--- src/design/pfa_pkg.sv ---
// Package for the page frame allocator: sizes, request and status codes,
// and the payload structs of the request, response and register channels.
// No dependencies; every other design file uses it.
package pfa_pkg;

   // Store sizes.
   localparam int NUM_FRAMES = 64;
   localparam int NUM_PROCS  = 64;

   // Widths that follow from the store sizes.
   localparam int FRAME_AW = $clog2(NUM_FRAMES);
   localparam int IDX_W    = $clog2(NUM_FRAMES + 1);

   // Fixed field widths of the channels.
   localparam int PID_W = 6;
   localparam int CNT_W = 7;

   // Request kinds.
   localparam logic REQ_ALLOC = 1'b0;
   localparam logic REQ_FREE  = 1'b1;

   // Response status codes.
   localparam logic STATUS_DONE    = 1'b0;
   localparam logic STATUS_REFUSED = 1'b1;

   typedef struct packed {
      logic             req_type;
      logic [PID_W-1:0] process_id;
      logic [CNT_W-1:0] page_count;
   } pfa_req_type;

   typedef struct packed {
      logic             status;
      logic [CNT_W-1:0] frames_changed;
      logic [CNT_W-1:0] free_after;
   } pfa_rsp_type;

   typedef logic [CNT_W-1:0] pfa_csr_type;

endpackage

--- src/design/pfa_req_if.sv ---
// Request channel of the page frame allocator: valid, ready and payload.
// Depends on pfa_pkg for the payload struct.
interface pfa_req_if;
   logic                 valid;
   logic                 ready;
   pfa_pkg::pfa_req_type data;

   modport source  (output valid, output data, input ready);
   modport sink    (input valid, input data, output ready);
   modport monitor (input valid, input data, input ready);
endinterface

--- src/design/pfa_rsp_if.sv ---
// Response channel of the page frame allocator: valid, ready and payload.
// Depends on pfa_pkg for the payload struct.
interface pfa_rsp_if;
   logic                 valid;
   logic                 ready;
   pfa_pkg::pfa_rsp_type data;

   modport source  (output valid, output data, input ready);
   modport sink    (input valid, input data, output ready);
   modport monitor (input valid, input data, input ready);
endinterface

--- src/design/pfa_csr_if.sv ---
// Register write channel of the page frame allocator (frame count register).
// Depends on pfa_pkg for the data type.
interface pfa_csr_if;
   logic                 valid;
   logic                 ready;
   pfa_pkg::pfa_csr_type data;

   modport source  (output valid, output data, input ready);
   modport sink    (input valid, input data, output ready);
   modport monitor (input valid, input data, input ready);
endinterface

--- src/design/page_frame_allocator.sv ---
// Top level of the page frame allocator: first-free frame allocation and
// per-process release over an owner map, one frame visited per cycle.
// Depends on pfa_pkg and the interfaces pfa_req_if, pfa_rsp_if, pfa_csr_if.
//
//   Channel   Direction  Payload                                   Handshake
//   req_if    in         req_type, process_id, page_count          valid/ready
//   rsp_if    out        status, frames_changed, free_after        valid/ready
//   csr_if    in         frame count (7 bits)                      valid/ready
//
// An allocate visits frames from the lowest index up until the request is met, at
// most the active frame count. A free visits every active frame through the owner
// memory read port. Refused, empty and ignored requests skip the scan.
// Reset and a register write clear the frame valid bits at once; the block
// takes one request at a time and accepts the next while a response waits.
module page_frame_allocator (
   input logic        clock,
   input logic        reset,
   pfa_req_if.sink    req_if,
   pfa_rsp_if.source  rsp_if,
   pfa_csr_if.sink    csr_if
);
   import pfa_pkg::*;

   typedef enum logic [2:0] {
      ST_IDLE   = 3'b001,
      ST_SCAN   = 3'b010,
      ST_FINISH = 3'b100
   } state_type;

   // Sequencer and request registers.
   state_type           state_ff, state_in;
   logic                kind_ff, kind_in;
   logic [PID_W-1:0]    pid_ff, pid_in;
   logic [CNT_W-1:0]    want_ff, want_in;
   logic                refused_ff, refused_in;
   logic [IDX_W-1:0]    idx_ff, idx_in;
   logic [CNT_W-1:0]    changed_ff, changed_in;

   // Read pipeline stage of the release scan.
   logic                pv_ff, pv_in;
   logic [FRAME_AW-1:0] pidx_ff, pidx_in;

   // Frame store: valid bits in flops, owners in a memory.
   logic [NUM_FRAMES-1:0] used_ff, used_in;
   logic [PID_W-1:0]      owner_mem [NUM_FRAMES];
   logic [PID_W-1:0]      owner_rd_ff;
   logic                  owner_we;
   logic [FRAME_AW-1:0]   frame_addr;

   // Counters set by the register.
   logic [IDX_W-1:0]    limit_ff, limit_in;
   logic [CNT_W-1:0]    free_count_ff, free_count_in;

   // Response register.
   logic                rsp_valid_ff, rsp_valid_in;
   pfa_rsp_type         rsp_data_ff, rsp_data_in;

   logic                req_fire;
   logic                csr_fire;
   logic                pid_bad;
   logic [CNT_W-1:0]    changed_inc;

   assign req_if.ready = (state_ff == ST_IDLE);
   assign csr_if.ready = (state_ff == ST_IDLE);
   assign rsp_if.valid = rsp_valid_ff;
   assign rsp_if.data  = rsp_data_ff;

   assign req_fire    = req_if.valid && req_if.ready;
   assign csr_fire    = csr_if.valid && csr_if.ready;
   assign pid_bad     = 32'(req_if.data.process_id) >= NUM_PROCS;
   assign frame_addr  = idx_ff[FRAME_AW-1:0];
   // Shared counter increment used by both scans.
   assign changed_inc = changed_ff + CNT_W'(1);

   // Sequencer and next-state logic.
   always_comb begin
      state_in      = state_ff;
      kind_in       = kind_ff;
      pid_in        = pid_ff;
      want_in       = want_ff;
      refused_in    = refused_ff;
      idx_in        = idx_ff;
      changed_in    = changed_ff;
      pv_in         = 1'b0;
      pidx_in       = pidx_ff;
      used_in       = used_ff;
      owner_we      = 1'b0;
      limit_in      = limit_ff;
      free_count_in = free_count_ff;
      rsp_valid_in  = rsp_valid_ff;
      rsp_data_in   = rsp_data_ff;

      if (rsp_valid_ff && rsp_if.ready) begin
         rsp_valid_in = 1'b0;
      end

      unique case (state_ff)
         ST_IDLE: begin
            if (req_fire) begin
               kind_in    = req_if.data.req_type;
               pid_in     = req_if.data.process_id;
               want_in    = req_if.data.page_count;
               idx_in     = '0;
               changed_in = '0;
               refused_in = !pid_bad && (req_if.data.req_type == REQ_ALLOC) &&
                            (req_if.data.page_count > free_count_ff);
               if (pid_bad || ((req_if.data.req_type == REQ_ALLOC) &&
                   ((req_if.data.page_count == '0) ||
                    (req_if.data.page_count > free_count_ff)))) begin
                  state_in = ST_FINISH;
               end else begin
                  state_in = ST_SCAN;
               end
            end
         end
         ST_SCAN: begin
            if (kind_ff == REQ_ALLOC) begin
               // Claim free frames from the lowest index up.
               if ((idx_ff == limit_ff) || (changed_ff == want_ff)) begin
                  state_in = ST_FINISH;
               end else begin
                  if (!used_ff[frame_addr]) begin
                     used_in[frame_addr] = 1'b1;
                     owner_we            = 1'b1;
                     changed_in          = changed_inc;
                  end
                  idx_in = idx_ff + IDX_W'(1);
               end
            end else begin
               // Issue an owner read, then compare its result in the next cycle.
               if (idx_ff != limit_ff) begin
                  pv_in   = 1'b1;
                  pidx_in = frame_addr;
                  idx_in  = idx_ff + IDX_W'(1);
               end
               if (pv_ff && used_ff[pidx_ff] && (owner_rd_ff == pid_ff)) begin
                  used_in[pidx_ff] = 1'b0;
                  changed_in       = changed_inc;
               end
               if ((idx_ff == limit_ff) && !pv_ff) begin
                  state_in = ST_FINISH;
               end
            end
         end
         ST_FINISH: begin
            if (!rsp_valid_ff || rsp_if.ready) begin
               if (kind_ff == REQ_ALLOC) begin
                  free_count_in = free_count_ff - changed_ff;
               end else begin
                  free_count_in = free_count_ff + changed_ff;
               end
               rsp_valid_in               = 1'b1;
               rsp_data_in.status         = refused_ff ? STATUS_REFUSED : STATUS_DONE;
               rsp_data_in.frames_changed = changed_ff;
               rsp_data_in.free_after     = free_count_in;
               state_in                   = ST_IDLE;
            end
         end
         default: begin
            state_in = ST_IDLE;
         end
      endcase

      // A register write resizes the store and frees every frame.
      if (csr_fire) begin
         if (32'(csr_if.data) > NUM_FRAMES) begin
            limit_in = IDX_W'(NUM_FRAMES);
         end else begin
            limit_in = IDX_W'(csr_if.data);
         end
         used_in       = '0;
         free_count_in = CNT_W'(limit_in);
      end
   end

   // Control registers.
   always_ff @(posedge clock) begin
      if (reset) begin
         state_ff      <= ST_IDLE;
         pv_ff         <= 1'b0;
         used_ff       <= '0;
         limit_ff      <= IDX_W'(NUM_FRAMES);
         free_count_ff <= CNT_W'(NUM_FRAMES);
         rsp_valid_ff  <= 1'b0;
      end else begin
         state_ff      <= state_in;
         pv_ff         <= pv_in;
         used_ff       <= used_in;
         limit_ff      <= limit_in;
         free_count_ff <= free_count_in;
         rsp_valid_ff  <= rsp_valid_in;
      end
   end

   // Payload registers.
   always_ff @(posedge clock) begin
      kind_ff     <= kind_in;
      pid_ff      <= pid_in;
      want_ff     <= want_in;
      refused_ff  <= refused_in;
      idx_ff      <= idx_in;
      changed_ff  <= changed_in;
      pidx_ff     <= pidx_in;
      rsp_data_ff <= rsp_data_in;
   end

   // Owner memory: one write and one registered read at the scan address.
   always_ff @(posedge clock) begin
      if (owner_we) begin
         owner_mem[frame_addr] <= pid_ff;
      end
      owner_rd_ff <= owner_mem[frame_addr];
   end

endmodule

--- src/flat_wrapper.sv ---
// flat-port wrapper written by rule: the top's interface ports become plain ports
module page_frame_allocator_flat import pfa_pkg::*;
  (clock, reset, req_if_valid, req_if_data, req_if_ready, rsp_if_valid, rsp_if_data, rsp_if_ready, csr_if_valid, csr_if_data, csr_if_ready);
  pfa_req_if req_if_i ();
  pfa_rsp_if rsp_if_i ();
  pfa_csr_if csr_if_i ();
  input logic clock;
  input logic reset;
  input wire logic [$bits(req_if_i.valid)-1:0] req_if_valid;
  input wire logic [$bits(req_if_i.data)-1:0] req_if_data;
  output wire logic [$bits(req_if_i.ready)-1:0] req_if_ready;
  output wire logic [$bits(rsp_if_i.valid)-1:0] rsp_if_valid;
  output wire logic [$bits(rsp_if_i.data)-1:0] rsp_if_data;
  input wire logic [$bits(rsp_if_i.ready)-1:0] rsp_if_ready;
  input wire logic [$bits(csr_if_i.valid)-1:0] csr_if_valid;
  input wire logic [$bits(csr_if_i.data)-1:0] csr_if_data;
  output wire logic [$bits(csr_if_i.ready)-1:0] csr_if_ready;
  assign req_if_i.valid = req_if_valid;
  assign req_if_i.data = req_if_data;
  assign req_if_ready = req_if_i.ready;
  assign rsp_if_valid = rsp_if_i.valid;
  assign rsp_if_data = rsp_if_i.data;
  assign rsp_if_i.ready = rsp_if_ready;
  assign csr_if_i.valid = csr_if_valid;
  assign csr_if_i.data = csr_if_data;
  assign csr_if_ready = csr_if_i.ready;
  page_frame_allocator u_core (.clock(clock), .reset(reset), .req_if(req_if_i), .rsp_if(rsp_if_i), .csr_if(csr_if_i));
endmodule
--- config.mk ---
export PLATFORM = sky130hd
export DESIGN_NAME = page_frame_allocator_flat
export DESIGN_NICKNAME = d
export VERILOG_FILES = /design/src/design/pfa_pkg.sv /design/src/design/pfa_req_if.sv /design/src/design/pfa_rsp_if.sv /design/src/design/pfa_csr_if.sv /design/src/design/page_frame_allocator.sv /design/src/flat_wrapper.sv
export SDC_FILE = /design/constraint.sdc
export NUM_CORES = 1
export LEC_CHECK = 0
export BUFFER_PORTS_ARGS = -buffer_cell sky130_fd_sc_hd__buf_2
export CAP_MARGIN = 20
export CELL_PAD_IN_SITES_DETAIL_PLACEMENT = 1
export CELL_PAD_IN_SITES_GLOBAL_PLACEMENT = 1
export CORE_MARGIN = 2
export CORE_UTILIZATION = 59
export CTS_BUF_LIST = sky130_fd_sc_hd__clkbuf_4 sky130_fd_sc_hd__clkbuf_8
export DETAILED_ROUTE_END_ITERATION = 10
export PLACE_DENSITY = 0.85
export SLEW_MARGIN = 20
export SYNTH_ARGS = -nofsm -noshare
export SYNTH_HDL_FRONTEND = slang
export SYNTH_SLANG_ARGS = --single-unit
export TNS_END_PERCENT = 50
--- constraint.sdc ---
create_clock -name clock -period 5.7 [get_ports clock]
set_input_delay 0.285 -clock clock [delete_from_list [all_inputs] [get_ports clock]]
set_output_delay 0.285 -clock clock [all_outputs]
set_load 0.03 [all_outputs]
==> metrics, run 1 <==
Area Overhead vs Synth 12.2%; critical path startpoint u_core.idx_ff[0]; First DRT Iteration DRCs about 3.3k; Crit. End Element register; post-synthesis xor/xnor area fraction about 1.6%; post-place setup slack around 1300 ps; achievable frequency ~0.19 GHz; H-tree Lvls 3; pwr dens about 400 mW/mm²; Crit Path Class register to register; HP Class primary input to register; crit start category register; synthesized instance count roughly 1.5k; post-synth top area cell edfxtp_1; yosys warns 0; Leak Pwr 0.00769 µW; most common cell in the netlist edfxtp_1; GPL Wtd Cong slightly above 0.9; Longest Clk Path Bufs 3; flop and latch count out of synthesis between 500 and 600; endpoints failing setup 0; drt total wl roughly 85,000 µm; crit path to u_core.owner_mem[17][5]; Die X-Extent between 150 and 200 µm; Netlist Area Pre-Place between 0.02 and 0.025 mm²; cts repair resizes 0; core box area approximately 0.036 mm²; clock sinks 523; DR vias between 15k and 20k; Area contributors post-synth edfxtp_1 (61%), dfxtp_1 (8.3%), a22oi_1 (5.5%), a31oi_1 (2.0%), a211oi_1 (1.8%); clock skew ~42 ps; worst-path fanout max just over 50; Worst VDD drop 0.313 mV; reg-to-reg critical path startpoint u_core.idx_ff[0]; Final min period between 5000 and 6000 ps; Synth top area share just over 60%; DP HPWL 43,700 µm; layout cells sized above 1 between 10% and 20%; vias in the first global route 17.0k; Cell variety after synth between 70 and 80; Top Ports between 40 and 50; WL/cell 40.1 µm; Fill cells around 3.2k; dpl cell area about 0.022 mm²; Tcrit/Tclk final a little over nine tenths; Die ar. ~0.038 mm²; largest net degree at the start of global routing 65; TritonCTS clock tree yes; grt total ovfl 0; Worst EP arrival roughly 5600 ps; Post-Syn Nets around 1.6k; final core utilization between 60% and 70%; die height a little under 200 µm; TNS Setup 0 ps; CTS buffer count 81; first-pass GRT wire length approximately 120,000 µm; Initial Util approximately 60%; failing checks max-capacitance violations, max-slew violations; EDFF count, synth 434; reg2reg path depth 7; largest family of logic cells by synthesized area compound AO/OA/AOI/OAI gates; clock slew at reported path FFs ~70 ps; post-route ant nets 0; status finished, violations left; RR Endpoint u_core.owner_mem[17][5]; syn avg cell area between 10 and 15 µm²; Site Rows slightly below 70; Hold Crit Depth 3; Tot GR Track Use 43.3%; Hold Vio Cnt, Final 0; max_cap viols 1; Worst-Margin Slew 1620 ps; number of antenna violations at the first check in global routing 2; DR pass1 iterations 6; Synth Area in Simple Gates between 7 and 8%; Slew Limit Fails 7; ys async rst share 0%; sequential area share after synthesis approximately 69%; RSZ-0062 raised after global routing false; mux share of post-synthesis cell area 2.94%; Pwr Total between 9000 and 10,000 µW; reg2reg setup slack about 350 ps; Slew HR -8.76%; CTS root buf clkbuf_8; Synth Area in Compound Gates between 10% and 20%; Vias per Instance between 8 and 9; Setup WS post-layout roughly 350 ps; commonest cells in the netlist edfxtp_1 (434), a22oi_1 (159), clkbuf_1 (90); Worst EP required between 5000 and 6000 ps; IO buf count 43; Final nets 1,633; DRC 0; post-synthesis adder-cell area fraction ~1%; fin area between 0.02 and 0.025 mm²; Top FF cell, synth edfxtp_1; clock latency on the worst-skew pair 700 ps
==> layer usage <==
layer,vias up,track usage (%),wire (µm)
li1,6336,-,-
met1,8359,55.7,27700
met2,1983,66.7,37900
met3,540,10.2,12200
met4,0,27.7,7010
met5,-,0.255,0
==> critical path: stages, from the launching register on <==
cell and delay (ps):
edfxtp_1 1050, buf_4 420, mux2i_1 480, o221ai_1 250, nor4_1 370, o21ai_1 280, or3_4 740, nor3_1 1330
==> report_power, final <==
group | internal (µW) | total [µW] | switching [µW] | leakage (µW)
Sequential | 4310 | 4500 | 192 | 0.00465
Combinational | 460 | 1750 | 1290 | 0.00218
Clock | 1720 | 3480 | 1760 | 0.000865
==> per-stage QoR <==
step / std cells / hold slack (ps)
2_1_floorplan: 1517 / 384
3_3_place_gp: 1942 / 412
3_5_place_dp: 1942 / 411
4_1_cts: 2111 / 67.3
5_1_grt: 2116 / 104
6_report: 2118 / 64.5
==> worst min-delay path by stage <==
stage	start	to	slack (ps)
2_1_floorplan	req_if_data[13]	u_core.kind_ff	380
3_3_place_gp	u_core.refused_ff	u_core.rsp_if.data[14]	410
3_5_place_dp	u_core.refused_ff	u_core.rsp_if.data[14]	410
4_1_cts	reset	u_core.limit_ff[5]	70
5_1_grt	reset	u_core.limit_ff[5]	100
6_report	req_if_valid	u_core.state_ff[1]	60
==> cells by family (layout without fill, tap and decap cells) <==
| logic type | after synthesis | after routing |
|---|---|---|
| mux | 43 | 43 |
| buf+inv | 139 | 275 |
| compound gates | 455 | 455 |
| xor+xnor | 40 | 40 |
| simple gates | 300 | 300 |
| flops | 523 | 523 |
| fa+ha+maj | 17 | 17 |
| other cells | 0 | 4 |
==> cell type report <==
class / count / area (µm²) / area share (%)
Antenna cell: 4 / 10.0 / 0.0414
Clock buffer: 109 / 1380 / 5.69
Clock inverter: 37 / 260 / 1.08
Inverter: 22 / 82.6 / 0.342
Multi-Input combinational cell: 855 / 6280 / 26.0
Sequential cell: 523 / 14800 / 61.3
Tap cell: 461 / 577 / 2.39
Timing Repair Buffer: 107 / 763 / 3.16
==> flip-flops by register name, indices dropped and copies added (netlist names) <==
| signal | count |
|---|---|
| u_core.refused_ff | 1 |
| u_core.kind_ff | 1 |
| u_core.changed_ff | 7 |
| u_core.state_ff | 3 |
| u_core.limit_ff | 7 |
| u_core.owner_rd_ff | 6 |
| u_core.pid_ff | 6 |
| u_core.owner_mem | 384 |
| u_core.idx_ff | 7 |
| u_core.free_count_ff | 7 |
| u_core.rsp_if.data | 15 |
| u_core.want_ff | 7 |
| u_core.pv_ff | 1 |
| u_core.pidx_ff | 6 |
| u_core.rsp_if.valid | 1 |
| u_core.used_ff | 64 |
==> repair_timing <==
item                                   in CTS  in global routing
setup buffers                               0                  0
hold buffers                               23                  0
endpoints found under the hold margin      28                  0
==> cells in the final DEF (no fill, tap or decap), types with 22 or more instances in the layout <==
cell type,instances
nor3_1,57
a21oi_1,49
nor2_1,42
a22oi_1,159
nand2_1,57
nor4_1,24
dfxtp_1,89
a31oi_1,69
buf_4,38
clkbuf_8,89
dlygate4sd3_1,23
a211oi_1,53
buf_2,44
edfxtp_1,434
a221oi_1,25
a22o_1,22
Power figures use the tool's default switching activity.
==> inputs of run 2 (changes only) <==
--- a/config.mk
+++ b/config.mk
@@ -10,10 +10,10 @@
 export CELL_PAD_IN_SITES_DETAIL_PLACEMENT = 1
 export CELL_PAD_IN_SITES_GLOBAL_PLACEMENT = 1
 export CORE_MARGIN = 2
-export CORE_UTILIZATION = 59
+export CORE_UTILIZATION = 40
 export CTS_BUF_LIST = sky130_fd_sc_hd__clkbuf_4 sky130_fd_sc_hd__clkbuf_8
 export DETAILED_ROUTE_END_ITERATION = 10
-export PLACE_DENSITY = 0.85
+export PLACE_DENSITY = 0.61
 export SLEW_MARGIN = 20
 export SYNTH_ARGS = -nofsm -noshare
 export SYNTH_HDL_FRONTEND = slang
==> metrics, run 2 (same netlist as run 1, synthesis figures left out) <==
status completed; Worst EP required approximately 6000 ps; pwr dens between 300 and 400 mW/mm²; CTS buffer count between 80 and 90; clock slew at reported path FFs 60 ps; number of antenna violations at the first check in global routing 0; Largest register FFs ~380; reg2reg setup slack 1260 ps; Hold Crit Start req_if_data[12]; Pwr Total around 9400 µW; Top Ports 44; IO buf count 43; Worst-Margin Slew between 1000 and 1500 ps; RSZ-0062 raised after global routing false; Area Overhead vs Synth 14.3%; reg2reg path depth 7; die height 236 µm; DR vias roughly 15k; Tot GR Track Use approximately a quarter; most frequent cells in the layout edfxtp_1 (434), a22oi_1 (159), clkbuf_8 (97); first-pass GRT wire length 105,000 µm; TritonCTS clock tree yes; Worst EP arrival about 4700 ps; reg-to-reg critical path startpoint u_core.idx_ff[0]; vias in the first global route between 15k and 20k; clock latency on the worst-skew pair around 700 ps; drt total wl between 70,000 and 80,000 µm; max_cap viols 0; Hold EP u_core.pid_ff[5]; Multi-input gate area slightly above 0.006 mm²; post-route ant nets 0; Tcrit/Tclk final roughly 78%; Storage cell area between 0.01 and 0.015 mm²; Crit Path Class register to register; cts repair resizes 0; Leak Pwr ~0.0078 µW; Die X-Extent roughly 240 µm; diode count 0; clock skew 25.0 ps; RR Endpoint u_core.owner_mem[63][3]; Hold Crit Depth 2; Fill cells 5,339; largest net degree at the start of global routing between 60 and 70; most common cell after layout, fill and taps aside edfxtp_1; Top reg by flops u_core.owner_mem; CTS root buf clkbuf_8; worst-path fanout max 51; Hold Vio Cnt, Final 0; Die ar. 0.0557 mm²; TNS Setup 0 ps; clock sinks 523; DP HPWL around 44,000 µm; WL/cell approximately 30 µm; fin area between 0.02 and 0.025 mm²; endpoints failing setup 0; Site Rows 85; DR pass1 iterations 5; grt total ovfl 0; crit start category register; Post-CTS Setup Repair Bufs 0; Slew Limit Fails 0; HP Class primary input to register; GPL Wtd Cong a little under 0.9; Slew HR 26.0%; Worst VDD drop between 0.15 and 0.2 mV; dpl cell area between 0.02 and 0.025 mm²; core box area about 0.053 mm²; Vias per Instance 6.22; achievable frequency 0.225 GHz; Crit. End Element register; WHS ~310 ps; First DRT Iteration DRCs around 1.5k; layout cells sized above 1 about 17%; Final nets 1,654; # hold bufs at CTS 25; Longest Clk Path Bufs 3; H-tree Lvls 3; DRC 0; Final min period ~4400 ps; Initial Util ~40%
-- run 2: cell types whose count changed in the layout (fill, tap and decap cells not counted), sizes merged, moves of 2 or more --
cell         change
buf             +12
clkinv           +3
clkbuf          +13
dlygate4sd3      +2
bufinv           -3
diode            -4
-- run 2: worst max path at each step --
stage,from,end,slack (ps),depth (start not counted)
6_report,u_core.idx_ff[0],u_core.owner_mem[63][3],1260,7
3_5_place_dp,u_core.idx_ff[0],u_core.owner_mem[8][1],1340,7
4_1_cts,u_core.idx_ff[0],u_core.owner_mem[35][0],1310,7
5_1_grt,u_core.idx_ff[0],u_core.owner_mem[63][2],1060,7
3_3_place_gp,u_core.idx_ff[0],u_core.owner_mem[63][2],1480,7
2_1_floorplan,u_core.idx_ff[0],u_core.owner_mem[26][0],2380,9
-- run 2: worst max-delay path, stage by stage, from the launching register on --
cell,delay [ps]
edfxtp_1,820
buf_4,480
mux4_2,560
a22o_1,240
nand2_1,100
nand4_4,190
or3_4,730
nor3_1,840
-- run 2: cell type report --
class | instances | share of cell area, %
Sequential cell | 523 | 60.2
Multi-Input combinational cell | 855 | 25.3
Clock buffer | 123 | 6.22
Tap cell | 696 | 3.54
Timing Repair Buffer | 120 | 3.53
Clock inverter | 37 | 0.834
Inverter | 22 | 0.336
-- run 2: metrics by stage --
step	std cells	worst slack, ps	utilization, %
after global routing	2376	1060	46.0
after floorplan	1517	2380	-
after CTS	2376	1310	45.9
after detailed placement	2191	1340	42.2
after global placement	2191	1480	42.2
final	2376	1260	46.0
-- run 2: where the power goes --
group / internal (µW) / switching [µW] / total (µW) / leakage (µW)
Combinational: 463 / 1160 / 1620 / 0.00224
Clock: 1750 / 1580 / 3330 / 0.000932
Sequential: 4310 / 151 / 4460 / 0.00465
Total: 6520 / 2900 / 9420 / 0.00781
-- run 2: metal layers --
layer | vias up | track usage [%] | wire length, µm
met5 | - | 0 | 0
li1 | 6388 | - | -
met3 | 158 | 5.59 | 4890
met1 | 7626 | 34.8 | 30500
met2 | 616 | 40.1 | 33200
met4 | 0 | 9.65 | 2420
==> inputs of run 3 (changes only) <==
==> constraint.sdc (replaced) <==
create_clock -name clock -period 4.2 [get_ports clock]
set_input_delay 0.21 -clock clock [delete_from_list [all_inputs] [get_ports clock]]
set_output_delay 0.21 -clock clock [all_outputs]
set_load 0.03 [all_outputs]
==> metrics, run 3 (same netlist as run 1, synthesis figures left out) <==
status completed; Longest Clk Path Bufs 3; Hold EP u_core.pid_ff[3]; most frequent cells in the layout edfxtp_1 (434), a22oi_1 (159), buf_4 (121); RSZ-0062 raised after global routing false; reg2reg setup slack roughly 600 ps; Tcrit/Tclk final 85.5%; Die X-Extent 236 µm; Worst EP arrival slightly below 4000 ps; crit start category register; Worst EP required between 4000 and 5000 ps; first-pass GRT wire length ~100,000 µm; WHS between 200 and 300 ps; clock latency on the worst-skew pair slightly below 700 ps; First DRT Iteration DRCs between 1k and 1.5k; Initial Util 40.3%; CTS root buf clkbuf_8; Fill cells ~5.3k; Leak Pwr just over 0.008 µW; Hold Crit Start req_if_data[10]; Site Rows 85; Pwr Total 13,100 µW; dpl cell area between 0.02 and 0.025 mm²; max_cap viols 0; Slew HR 36.2%; Tot GR Track Use 25.4%; largest net degree at the start of global routing 65; Crit. End Element register; TritonCTS clock tree yes; post-route ant nets 0; HP Class primary input to register; reg-to-reg critical path startpoint u_core.idx_ff[0]; Crit Path Class register to register; number of antenna violations at the first check in global routing 2; Slew Limit Fails 0; fin area ~0.025 mm²; DP HPWL ~45,000 µm; Hold Vio Cnt, Final 0; Vias per Instance 6.06; endpoints failing setup 0; Top reg by flops u_core.owner_mem; Top Ports between 40 and 50; H-tree Lvls 3; DR pass1 iterations 5; clock sinks around 520; DRC 0; Final nets ~1.7k; achievable frequency about 0.28 GHz; clock skew slightly above 30 ps; Hold Crit Depth 2; worst-path fanout max 43; TNS Setup 0 ps; clock slew at reported path FFs approximately 60 ps; layout cells sized above 1 a little over a fifth; IO buf count 43; most common cell after layout, fill and taps aside edfxtp_1; Post-CTS Setup Repair Bufs 0; WL/cell approximately 29 µm; drt total wl 70,200 µm; pwr dens around 520 mW/mm²; grt total ovfl 0; Area Overhead vs Synth 17.9%; Worst VDD drop about 0.33 mV; CTS buffer count just over 90; DR vias approximately 15k; RR Endpoint u_core.owner_mem[4][4]; Worst-Margin Slew 954 ps; Die ar. roughly 0.056 mm²; Final min period about 3600 ps; die height between 200 and 250 µm; vias in the first global route about 16k; reg2reg path depth 8; GPL Wtd Cong a little under 0.9; core box area ~0.053 mm²; Largest register FFs between 300 and 400
[run 3: cell types whose count changed in the layout (fill, tap and decap cells not counted), moves of 2 or more]
cell	previous run	this run
buf_12	1	5
buf_4	51	121
bufinv_16	0	3
clkbuf_4	26	24
clkbuf_8	97	102
clkinvlp_4	0	2
dlygate4sd3_1	25	28
nor4_1	28	31
nor4_2	7	5
[run 3: cell type report]
type	count	area (µm²)	share of cell area [%]
flip-flops and latches	523	14800	58.4
multi-input cells	855	6210	24.5
clock buffers	126	1580	6.24
repair buffers	197	1500	5.92
well taps	696	871	3.43
clock inverters	42	318	1.25
inverters	22	82.6	0.325
diodes	1	2.50	0.00986
[run 3: worst max-delay path, stage by stage (launching register included)]
cell	delay, ps
edfxtp_1	380
buf_12	270
mux4_2	540
a22o_1	250
nand2_1	110
nand4_4	180
or3_4	680
nor3_1	570
buf_4	270
[run 3: per-stage QoR]
| step | utilization (%) | std cells | setup slack (ps) |
|---|---|---|---|
| after floorplan | - | 1517 | 881 |
| after detailed placement | 43.3 | 2265 | 641 |
| after CTS | 47.4 | 2461 | 633 |
| final | 47.5 | 2462 | 610 |
| after global routing | 47.5 | 2462 | 385 |
| after global placement | 43.3 | 2265 | 721 |
[run 3: worst max path at each step]
stage | endpoint | depth (start not counted) | slack, ps | from
floorplan | u_core.owner_mem[26][0] | 9 | 880 | u_core.idx_ff[0]
global placement | u_core.owner_mem[4][4] | 8 | 720 | u_core.idx_ff[0]
detailed placement | u_core.owner_mem[46][5] | 7 | 640 | u_core.idx_ff[0]
CTS | u_core.owner_mem[4][3] | 8 | 630 | u_core.idx_ff[0]
global route | u_core.owner_mem[46][5] | 7 | 380 | u_core.idx_ff[3]
finish | u_core.owner_mem[4][4] | 8 | 610 | u_core.idx_ff[0]
[run 3: power breakdown]
| group | switching, µW | total [µW] | internal, µW | leakage [µW] |
|---|---|---|---|---|
| clock network | 2170 | 4830 | 2660 | 0.00101 |
| logic | 1640 | 2340 | 696 | 0.00266 |
| registers | 129 | 5980 | 5850 | 0.00465 |
| total | 3940 | 13100 | 9200 | 0.00831 |
[run 3: timing repair]
item                                   CTS  global route
endpoints found under the hold margin   34             0
gates resized for setup                  0             0
hold buffers                            28             0
[run 3: routing by layer]
layer / routed length [µm] / global-route usage [%] / share of wire [%] / vias up
met5: 0 / 0 / 0 / -
met4: 2050 / 8.53 / 2.9 / 0
met3: 4210 / 5.04 / 6.0 / 141
met2: 33700 / 41.5 / 48 / 544
met1: 30300 / 33.9 / 43 / 7683
li1: - / - / - / 6541
